[src/design/mmh2_pkg.sv]
// Shared types and constants for the UTF-16 MurmurHash2 block.
// No dependencies; imported by every RTL module of the block except mmh2_queue.
package mmh2_pkg;

   localparam int MMH2_HASH_W  = 32;
   localparam int MMH2_LEN_W   = 24;
   localparam int MMH2_UNITS_W = 2;
   localparam int MMH2_BYTES_W = MMH2_LEN_W + 1;

   localparam logic [MMH2_HASH_W-1:0] MMH2_MUL = 32'h5bd1e995;
   localparam int MMH2_MIX_SHIFT  = 24;
   localparam int MMH2_FIN_SHIFT_A = 13;
   localparam int MMH2_FIN_SHIFT_B = 15;

   // Queue depths, powers of two, at least two
   localparam int MMH2_CMD_DEPTH = 4;
   localparam int MMH2_RSP_DEPTH = 2;

   typedef enum logic [1:0] {
      KIND_NONE,
      KIND_UNIT,
      KIND_FULL
   } mmh2_kind_type;

   typedef enum logic [2:0] {
      BK_IDLE,
      BK_K1,
      BK_K2,
      BK_H,
      BK_UNIT,
      BK_FIN
   } mmh2_state_type;

   typedef struct packed {
      logic [MMH2_HASH_W-1:0]  word;
      mmh2_kind_type           kind;
      logic                    first;
      logic                    last;
      logic [MMH2_BYTES_W-1:0] len_bytes;
   } mmh2_entry_type;

endpackage

[src/design/murmur2_utf16_string_hash.sv]
// 32-bit MurmurHash2 (seed zero) over strings of UTF-16 code units.
// Requests: req_push/req_full queue, two code units per request in req_word
// (first unit in bits 15..0), req_units valid units, req_first starts a string
// and loads twice req_length_units, req_last finalises and emits one result.
// Results: rsp_empty/rsp_pop queue; rsp_hash holds the oldest waiting hash.
// A request is taken from a four-entry queue by the back end, which shares a
// single 32x32 multiplier: a dequeue step, then multiply steps K1, K2 and H
// for a full word, the BK_UNIT multiply step for a lone unit, none for an empty
// request, and a finalise step on the last request. The back end takes no new
// request until it is through with the one before; sustained rate is set by the multiplier sequencer.
// When the result queue fills the back end holds in its finalise
// step, then the request queue fills and req_full rises; nothing is dropped.
// Reset (synchronous) empties both queues and clears the running hash to zero.
// Depends on mmh2_pkg, mmh2_front, mmh2_back and mmh2_queue.
module murmur2_utf16_string_hash import mmh2_pkg::*; #(
   parameter int CMD_DEPTH = MMH2_CMD_DEPTH,
   parameter int RSP_DEPTH = MMH2_RSP_DEPTH
) (
   input  logic                    clock,
   input  logic                    reset,
   input  logic                    req_push,
   output logic                    req_full,
   input  logic [MMH2_HASH_W-1:0]  req_word,
   input  logic [MMH2_UNITS_W-1:0] req_units,
   input  logic                    req_first,
   input  logic                    req_last,
   input  logic [MMH2_LEN_W-1:0]   req_length_units,
   output logic                    rsp_empty,
   input  logic                    rsp_pop,
   output logic [MMH2_HASH_W-1:0]  rsp_hash
);

   logic                   cmd_pop;
   logic                   cmd_empty;
   mmh2_entry_type         cmd_entry;
   logic                   rsp_push;
   logic                   rsp_full;
   logic [MMH2_HASH_W-1:0] rsp_data;

   mmh2_front #(
      .CMD_DEPTH(CMD_DEPTH)
   ) u_front (
      .clock           (clock),
      .reset           (reset),
      .req_push        (req_push),
      .req_full        (req_full),
      .req_word        (req_word),
      .req_units       (req_units),
      .req_first       (req_first),
      .req_last        (req_last),
      .req_length_units(req_length_units),
      .cmd_pop         (cmd_pop),
      .cmd_empty       (cmd_empty),
      .cmd_entry       (cmd_entry)
   );

   mmh2_back u_back (
      .clock    (clock),
      .reset    (reset),
      .cmd_empty(cmd_empty),
      .cmd_entry(cmd_entry),
      .cmd_pop  (cmd_pop),
      .rsp_full (rsp_full),
      .rsp_push (rsp_push),
      .rsp_data (rsp_data)
   );

   mmh2_queue #(
      .WIDTH(MMH2_HASH_W),
      .DEPTH(RSP_DEPTH)
   ) u_rsp_queue (
      .clock  (clock),
      .reset  (reset),
      .push   (rsp_push),
      .wr_data(rsp_data),
      .full   (rsp_full),
      .pop    (rsp_pop),
      .rd_data(rsp_hash),
      .empty  (rsp_empty)
   );

endmodule

[src/design/mmh2_queue.sv]
// Small first-in first-out queue held in flip-flops.
// No dependencies; used for the request queue and the result queue.
module mmh2_queue #(
   parameter int WIDTH = 32,
   parameter int DEPTH = 4
) (
   input  logic             clock,
   input  logic             reset,
   input  logic             push,
   input  logic [WIDTH-1:0] wr_data,
   output logic             full,
   input  logic             pop,
   output logic [WIDTH-1:0] rd_data,
   output logic             empty
);

   localparam int AW = $clog2(DEPTH);

   logic [WIDTH-1:0] mem_ff [DEPTH];
   logic [AW:0]      wr_ptr_ff, wr_ptr_in;
   logic [AW:0]      rd_ptr_ff, rd_ptr_in;
   logic             do_push, do_pop;

   // Extra pointer bit tells a full queue from an empty one
   assign empty   = (wr_ptr_ff == rd_ptr_ff);
   assign full    = (wr_ptr_ff[AW] != rd_ptr_ff[AW]) &&
                    (wr_ptr_ff[AW-1:0] == rd_ptr_ff[AW-1:0]);
   assign do_push = push && !full;
   assign do_pop  = pop && !empty;
   assign rd_data = mem_ff[rd_ptr_ff[AW-1:0]];

   always_comb begin
      wr_ptr_in = wr_ptr_ff;
      rd_ptr_in = rd_ptr_ff;
      if (do_push) begin
         wr_ptr_in = wr_ptr_ff + 1'b1;
      end
      if (do_pop) begin
         rd_ptr_in = rd_ptr_ff + 1'b1;
      end
   end

   always_ff @(posedge clock) begin
      if (reset) begin
         wr_ptr_ff <= '0;
         rd_ptr_ff <= '0;
      end else begin
         wr_ptr_ff <= wr_ptr_in;
         rd_ptr_ff <= rd_ptr_in;
      end
   end

   always_ff @(posedge clock) begin
      if (do_push) begin
         mem_ff[wr_ptr_ff[AW-1:0]] <= wr_data;
      end
   end

endmodule

[src/design/mmh2_front.sv]
// Front end: accepts requests, classifies them and queues them for the back end.
// Depends on mmh2_pkg and mmh2_queue.
module mmh2_front import mmh2_pkg::*; #(
   parameter int CMD_DEPTH = MMH2_CMD_DEPTH
) (
   input  logic                    clock,
   input  logic                    reset,
   input  logic                    req_push,
   output logic                    req_full,
   input  logic [MMH2_HASH_W-1:0]  req_word,
   input  logic [MMH2_UNITS_W-1:0] req_units,
   input  logic                    req_first,
   input  logic                    req_last,
   input  logic [MMH2_LEN_W-1:0]   req_length_units,
   input  logic                    cmd_pop,
   output logic                    cmd_empty,
   output mmh2_entry_type          cmd_entry
);

   localparam int ENTRY_W = $bits(mmh2_entry_type);

   mmh2_entry_type     entry;
   logic [ENTRY_W-1:0] entry_raw;

   always_comb begin
      entry.word      = req_word;
      entry.first     = req_first;
      entry.last      = req_last;
      entry.len_bytes = {req_length_units, 1'b0};
      case (req_units)
         2'd0:    entry.kind = KIND_NONE;
         2'd1:    entry.kind = KIND_UNIT;
         default: entry.kind = KIND_FULL;   // three counts as a full word
      endcase
   end

   mmh2_queue #(
      .WIDTH(ENTRY_W),
      .DEPTH(CMD_DEPTH)
   ) u_cmd_queue (
      .clock  (clock),
      .reset  (reset),
      .push   (req_push),
      .wr_data(entry),
      .full   (req_full),
      .pop    (cmd_pop),
      .rd_data(entry_raw),
      .empty  (cmd_empty)
   );

   assign cmd_entry = mmh2_entry_type'(entry_raw);

endmodule

[src/design/mmh2_back.sv]
// Back end: runs the hash rounds on one shared multiplier and finalises on the last request.
// Depends on mmh2_pkg.
module mmh2_back import mmh2_pkg::*; (
   input  logic                   clock,
   input  logic                   reset,
   input  logic                   cmd_empty,
   input  mmh2_entry_type         cmd_entry,
   output logic                   cmd_pop,
   input  logic                   rsp_full,
   output logic                   rsp_push,
   output logic [MMH2_HASH_W-1:0] rsp_data
);

   mmh2_state_type         state_ff, state_in;
   logic [MMH2_HASH_W-1:0] hash_ff, hash_in;
   logic [MMH2_HASH_W-1:0] k_ff, k_in;
   logic [MMH2_HASH_W-1:0] word_ff;
   logic                   last_ff;
   logic [MMH2_HASH_W-1:0] hash_base;
   logic [MMH2_HASH_W-1:0] mul_a;
   logic [MMH2_HASH_W-1:0] product;

   assign hash_base = cmd_entry.first ? MMH2_HASH_W'(cmd_entry.len_bytes) : hash_ff;
   assign product   = mul_a * MMH2_MUL;

   // Next state
   always_comb begin
      state_in = state_ff;
      case (state_ff)
         BK_IDLE: begin
            if (!cmd_empty) begin
               case (cmd_entry.kind)
                  KIND_FULL: state_in = BK_K1;
                  KIND_UNIT: state_in = BK_UNIT;
                  default:   state_in = cmd_entry.last ? BK_FIN : BK_IDLE;
               endcase
            end
         end
         BK_K1:   state_in = BK_K2;
         BK_K2:   state_in = BK_H;
         BK_H,
         BK_UNIT: state_in = last_ff ? BK_FIN : BK_IDLE;
         BK_FIN:  state_in = rsp_full ? BK_FIN : BK_IDLE;
         default: state_in = BK_IDLE;
      endcase
   end

   // Outputs and datapath
   always_comb begin
      cmd_pop  = 1'b0;
      rsp_push = 1'b0;
      mul_a    = word_ff;
      hash_in  = hash_ff;
      k_in     = k_ff;
      rsp_data = product ^ (product >> MMH2_FIN_SHIFT_B);
      case (state_ff)
         BK_IDLE: begin
            cmd_pop = !cmd_empty;
            if (!cmd_empty) begin
               hash_in = hash_base;
            end
         end
         BK_K1: begin
            mul_a = word_ff;
            k_in  = product;
         end
         BK_K2: begin
            mul_a = k_ff ^ (k_ff >> MMH2_MIX_SHIFT);
            k_in  = product;
         end
         BK_H: begin
            mul_a   = hash_ff;
            hash_in = product ^ k_ff;
         end
         BK_UNIT: begin
            mul_a   = hash_ff ^ {16'h0000, word_ff[15:0]};
            hash_in = product;
         end
         BK_FIN: begin
            // running hash keeps its unfinalised value
            mul_a    = hash_ff ^ (hash_ff >> MMH2_FIN_SHIFT_A);
            rsp_push = !rsp_full;
         end
         default: begin
            cmd_pop = 1'b0;
         end
      endcase
   end

   always_ff @(posedge clock) begin
      if (reset) begin
         state_ff <= BK_IDLE;
         hash_ff  <= '0;
      end else begin
         state_ff <= state_in;
         hash_ff  <= hash_in;
      end
   end

   always_ff @(posedge clock) begin
      k_ff <= k_in;
      if (cmd_pop) begin
         word_ff <= cmd_entry.word;
         last_ff <= cmd_entry.last;
      end
   end

endmodule

[config.mk]
export PLATFORM = sky130hd
export DESIGN_NAME = murmur2_utf16_string_hash
export DESIGN_NICKNAME = d
export VERILOG_FILES = /design/src/design/mmh2_pkg.sv /design/src/design/murmur2_utf16_string_hash.sv /design/src/design/mmh2_queue.sv /design/src/design/mmh2_front.sv /design/src/design/mmh2_back.sv
export SDC_FILE = /design/constraint.sdc
export NUM_CORES = 1
export LEC_CHECK = 0
export ABC_AREA = 0
export BUFFER_PORTS_ARGS = -buffer_cell sky130_fd_sc_hd__buf_2
export CAP_MARGIN = 20
export CORE_ASPECT_RATIO = 1.25
export CORE_MARGIN = 2
export CORE_UTILIZATION = 46
export CTS_CLUSTER_SIZE = 10
export DETAILED_ROUTE_END_ITERATION = 16
export GPL_TIMING_DRIVEN = 0
export HOLD_SLACK_MARGIN = 0.15
export PLACE_DENSITY = 0.72
export SLEW_MARGIN = 20
export SYNTH_ARGS = -nofsm -noshare
export SYNTH_HDL_FRONTEND = slang
export SYNTH_SLANG_ARGS = --single-unit
[constraint.sdc]
create_clock -name clock -period 8.6 [get_ports clock]
set_input_delay 1.29 -clock clock [delete_from_list [all_inputs] [get_ports clock]]
set_output_delay 1.29 -clock clock [all_outputs]
set_load 0.02 [all_outputs]
### Word-level counts from Yosys, hierarchy flattened

Memories as Yosys holds them, arrays and structs flattened. A register that Yosys moved wholly into a read port is not among the register bits.
Cells that the tools add are included.

* output and inout port bits: 34
* register bits: 110
* memories kept: 2
* RAM bits: 304
* word-level logic and storage cells: 74

* eq/ne operators: 16
* multiplexer cells: 21
* $mul: 1
* add/sub/neg operators: 4
* reductions and logical operators: 16
* bitwise operators: 5

Memories
* u_front.u_cmd_queue.mem_ff: depth 4, bits a word 60, rd ports 1, clocked after memory_dff 1, wr ports 1, RTL line mmh2_queue.sv:19 `logic [WIDTH-1:0] mem_ff [DEPTH];`
* u_rsp_queue.mem_ff: depth 2, bits a word 32, rd ports 1, clocked after memory_dff 1, wr ports 1, RTL line mmh2_queue.sv:19

Operator list (count)
* case mux 32 bit (4 select lines): 1
* case mux 32 bit (3 select lines): 1
* two-way mux 32 bit: 2
* multiplier 32 x 31 -> 32 bit, second input constant: 1
* bitwise XOR 32 x 16 -> 32 bit: 1
* bitwise XOR 32 x 17 -> 32 bit: 1
* bitwise XOR 32 x 19 -> 32 bit: 1
* bitwise XOR 32 bit: 1
* bitwise XOR 32 x 8 -> 32 bit: 1
* case mux 3 bit (5 select lines): 1
* two-way mux 3 bit: 4
* two-way mux 1 bit: 8
* adder 3 x 1 -> 3 bit, second input constant: 2
* equality test 3 x 2 -> 1 bit, second input constant: 2
* equality test 3 bit, second input constant: 2
* logical AND 1 bit: 6
* case mux 3 bit (2 select lines): 1
* adder 2 x 1 -> 2 bit, second input constant: 2
* equality test 2 x 1 -> 1 bit, second input constant: 2
* equality test 2 bit: 2
* logical NOT 1 bit: 4
* two-way mux 2 bit: 2
* case mux 2 bit (2 select lines): 1
* OR reduction 2 bit: 2
* 11 further kinds: 12

### Logic depth before layout (Yosys ltp)

* depth after elaboration: 7
* gate-level depth with buffers: 35
* mapped depth without buffers: 32

### By module

A second synthesis with hierarchy kept.

* cell total of the unflattened synthesis: 2102
* area, all modules: 26904.6 um^2

Modules (own cells, without submodules)
* mmh2_back: instances 1, sequential area each 2652.5 um^2, cells an instance 1579, area an instance 14961.8 um^2
* mmh2_queue (u_front.u_cmd_queue): instances 1, sequential area each 7487.2 um^2, cells an instance 387, area an instance 9344.0 um^2
* mmh2_queue (u_rsp_queue): instances 1, sequential area each 2021.9 um^2, cells an instance 133, area an instance 2585.0 um^2
* mmh2_front: instances 1, sequential area each 0.0 um^2, cells an instance 3, area an instance 13.8 um^2

### Least setup slack after synthesis

No wires, ideal clock.

* path kind: register to register
* start: register u_back.state_ff[2]
* end: register u_back.hash_ff[31]
* path slack: 0.451 ns
* stages on the path, launching flop included: 32
* data arrival time: 8.087 ns
* period minus slack after synthesis: 8.149 ns
* data required time: 8.538 ns
* buffers on the path: 4
* cell sequence: dfxtp_1 > buf_6 > buf_4 > buf_4 > clkbuf_1 > nand2_1 > mux2i_1 > a221oi_1 > o221ai_1 > ha_1 > ha_1 > fa_1 > inv_1 > fa_1 > inv_1 > fa_1 > fa_1 > fa_1 > inv_1 > fa_1 > inv_1 > ha_1 > a21o_1 > a221o_1 > nor3_1 > o31ai_1 > a31o_2 > a31oi_1 > o21ai_0 > xnor2_1 > or4b_1 > nand3_1

* cells in the longest elaborated chain, start to end: 5
* elaborated cells between the ends (all ways): 13
* those cells by class: mul (1); eq/ne (6); mux (2); bitwise (1); reduce/logical (3)

RTL lines
* start, declared: RTL line mmh2_back.sv:14 `mmh2_state_type state_ff, state_in;`
* start signal, assigned: RTL line mmh2_back.sv:95 `state_ff <= state_in;`
* equality test 3 bit / equality test 3 x 2 -> 1 bit (equally long branches): RTL line mmh2_back.sv:56 `case (state_ff)`
* case mux 32 bit (4 select lines): RTL line mmh2_back.sv:56
* multiplier 32 x 31 -> 32 bit: RTL line mmh2_back.sv:24 `assign product = mul_a * MMH2_MUL;`
* bitwise XOR 32 bit: RTL line mmh2_back.sv:73 `hash_in = product ^ k_ff;`
* case mux 32 bit (3 select lines): RTL line mmh2_back.sv:56
* end signal, assigned: RTL line mmh2_back.sv:96 `hash_ff <= hash_in;`
* end, declared: RTL line mmh2_back.sv:15 `logic [MMH2_HASH_W-1:0] hash_ff, hash_in;`

Several ways; a longest one is shown, not always the timed one.
A chain may end at the register's enable or synchronous reset.

### Worst setup path after layout

Same ends and word-level chain as after synthesis.

==> reports/metrics.cfg <==
[clocking]
cts_tree=done
cts_hold_buffers=0
clockBufferDepth=3
path_clk_slew_ns=0.06
root_buffer=clkbuf_16
clk_latency_ns=0.58
cts_sinks=417
htree_levels=2
cts_made_buffers=48

[setup_path]
crit_type=reg -> reg
crit_family=adder cells
arrival_ns=8.81
cp_num_buf_inv=10
crit_path_start_kind=flop
max_stage_delay_ns=0.63
worstPathRequired_ns=9.10
crit_fanout=10
crit_slowest_cell=a221oi_4
end_kind=flop
cpMostUsedCell=ha_1

[synthesis]
yosys.area.top_type=edfxtp_1
synth_edf_count=369
syn-num-nets=2468
synth-seq-cells=417
yosys.cell_types.count=74
async_flop_share=0
synth_ff_type=edfxtp_1
syn_inst=2002
synth.area.top_cells=edfxtp_1 (42%), fa_1 (14%), ha_1 (11%)
syn_area_um2=26200
post_synth.cell_area_avg_um2=13.1
yosysWarnings=0
netlist.area_leader.share=0.424
seq_area_frac_synth=0.460

[sta]
layout_min_cycle_time_ns=8.30
maxSlewViolCount=0
slew_headroom=0.275
skew_ns=0.0336
setup_viol=0
max_freq_ghz=0.120
hold_viol_final=0
setup_ws_ns=0.297
tightest_slew_ns=1.08
fin_crit_sh=0.965
rsz0062_at_grt=false

[place]
portBuffers=97
gp_congestion=0.996
preCtsSetupSlack_ns=-1.49
place_inst=2863
place_hpwl_um=50900

[grt]
grt_antenna_before_repair=1
grt_overflow_total=0
grt_pass1_wl_um=104000
grt.total_usage=0.236
grt_pass1_vias=17900
grt_max_degree=38

[route]
vias=16600
dr.pass1.iters=5
drc=0
ant_nets=0
viasPerCell=5.56
wl_um=68000
drt_iter0_markers=1216
routedWlPerCell_um=22.8

[cells_and_area]
nFillCells=4599
antenna_cells=0
final_nets=2667
layout_commonest_cell=inv_1
final_cells=2980
synthToLayoutAreaGrowth_pct=14.7
final_cell_mix=inv_1 (370), edfxtp_1 (369), ha_1 (219)
post-route-util=0.535
drive_gt1_frac=0.178

[floorplanning]
die_area_um2=58800
die_w_um=217
num_rows=97
die_h_um=271
start_util=0.466
coreArea_um2=56100
top_level_ports=98

[status]
run_status=finished clean

[worst_hold_path]
hold_path.class=reg -> reg

[flow_run]
max_cap_violations=0

path summary, 6_finish.rpt:
check	slack, ns	from	cells past startpoint	to
setup / recovery	0.30	u_back.state_ff[2]$_SDFFE_PP0P_	33	u_back.hash_ff[31]$_SDFFE_PP0P_
hold / removal	0.54	u_back.hash_ff[9]$_SDFFE_PP0P_	2	u_back.hash_ff[9]$_SDFFE_PP0P_
setup reg to reg	0.30	u_back.state_ff[2]$_SDFFE_PP0P_	33	u_back.hash_ff[31]$_SDFFE_PP0P_
hold reg to reg	0.54	u_back.hash_ff[9]$_SDFFE_PP0P_	2	u_back.hash_ff[9]$_SDFFE_PP0P_
cells by family (layout without fill, tap and decap cells):
kind of cell    Yosys count  in the layout  share of synthesized area
buf+inv                 447            683                     0.0667
simple gates            229            229                     0.0416
compound gates          279            279                     0.0726
mux                     120            120                     0.0762
fa+ha+maj               402            402                      0.244
flops                   417            417                      0.460
xor+xnor                108            108                     0.0383
area by class of cell:
cell class              instances  area (um2)  share of cell area
inverters                     379        1450              0.0483
multi-input cells            1138       12800               0.426
flip-flops and latches        417       12000               0.401
repair buffers                150        1010              0.0336
clock inverters                 4        83.8             0.00279
plain buffers                  67         362              0.0121
well taps                     742         928              0.0309
clock buffers                  83        1360              0.0455
registers in the layout, indices dropped and copies added, names as in the netlist, named ones only:
name,cells
u_front.u_cmd_queue.wr_ptr_ff,3
u_back.state_ff,3
u_back.last_ff,1
u_front.u_cmd_queue.rd_ptr_ff,3
u_back.k_ff,32
u_back.word_ff,32
u_back.hash_ff,32
u_rsp_queue.wr_ptr_ff,2
u_rsp_queue.mem_ff,64
u_front.u_cmd_queue.mem_ff,240
u_rsp_queue.rd_ptr_ff,2
Yosys cell counts, types with 8 or more instances:
library cell  instances
inv_1               377
edfxtp_1            369
ha_1                222
fa_1                180
nand2_1              83
xnor2_1              78
o21ai_0              74
nor2_1               71
mux4_2               60
dfxtp_1              48
a21oi_1              47
clkbuf_1             36
mux2_2               33
mux2i_1              27
xor2_1               26
a311oi_1             20
buf_1                19
o211ai_1             12
a221oi_1             11
o22ai_1              11
nand3_1              10
nor3_1               10
nor3b_1              10
a211oi_1              9
a21o_1                9
nand3b_1              8
nor2b_1               8
worst reg2reg max path, delay by kind of cell, from the launching register on:
kind / cells / cell delay (ns)
AOI/OAI and AO/OA: 8 / 2.50
DFF: 1 / 0.30
buffers and inverters: 10 / 1.21
xor gates and xnor gates: 1 / 0.21
and+or+nand+nor: 5 / 0.99
adders and majority gates: 9 / 3.03
per-stage QoR:
stage	setup TNS, ns	hold WS [ns]	cell area (um2)
6_report	0	0.542	30000
5_1_grt	0	0.564	30000
4_1_cts	-0.0583	0.535	29600
3_5_place_dp	-51.33	0.528	27900
3_3_place_gp	-141.87	0.508	27600
2_1_floorplan	0	0.491	26200
repair_timing:
action	4_1_cts	5_1_grt
setup buffers	15	16
pin swaps	4	10
endpoints found under the setup margin	87	61
gates resized for setup	39	49
routing by layer:
metal	global-route usage	share of wire
met5	0	0.00024
met1	0.277	0.37
met3	0.0314	0.054
met4	0.141	0.065
met2	0.412	0.51
Power is left out: the tool's default activity adds up to more than one toggle a clock period on the data nets, which glitch-free logic cannot reach.
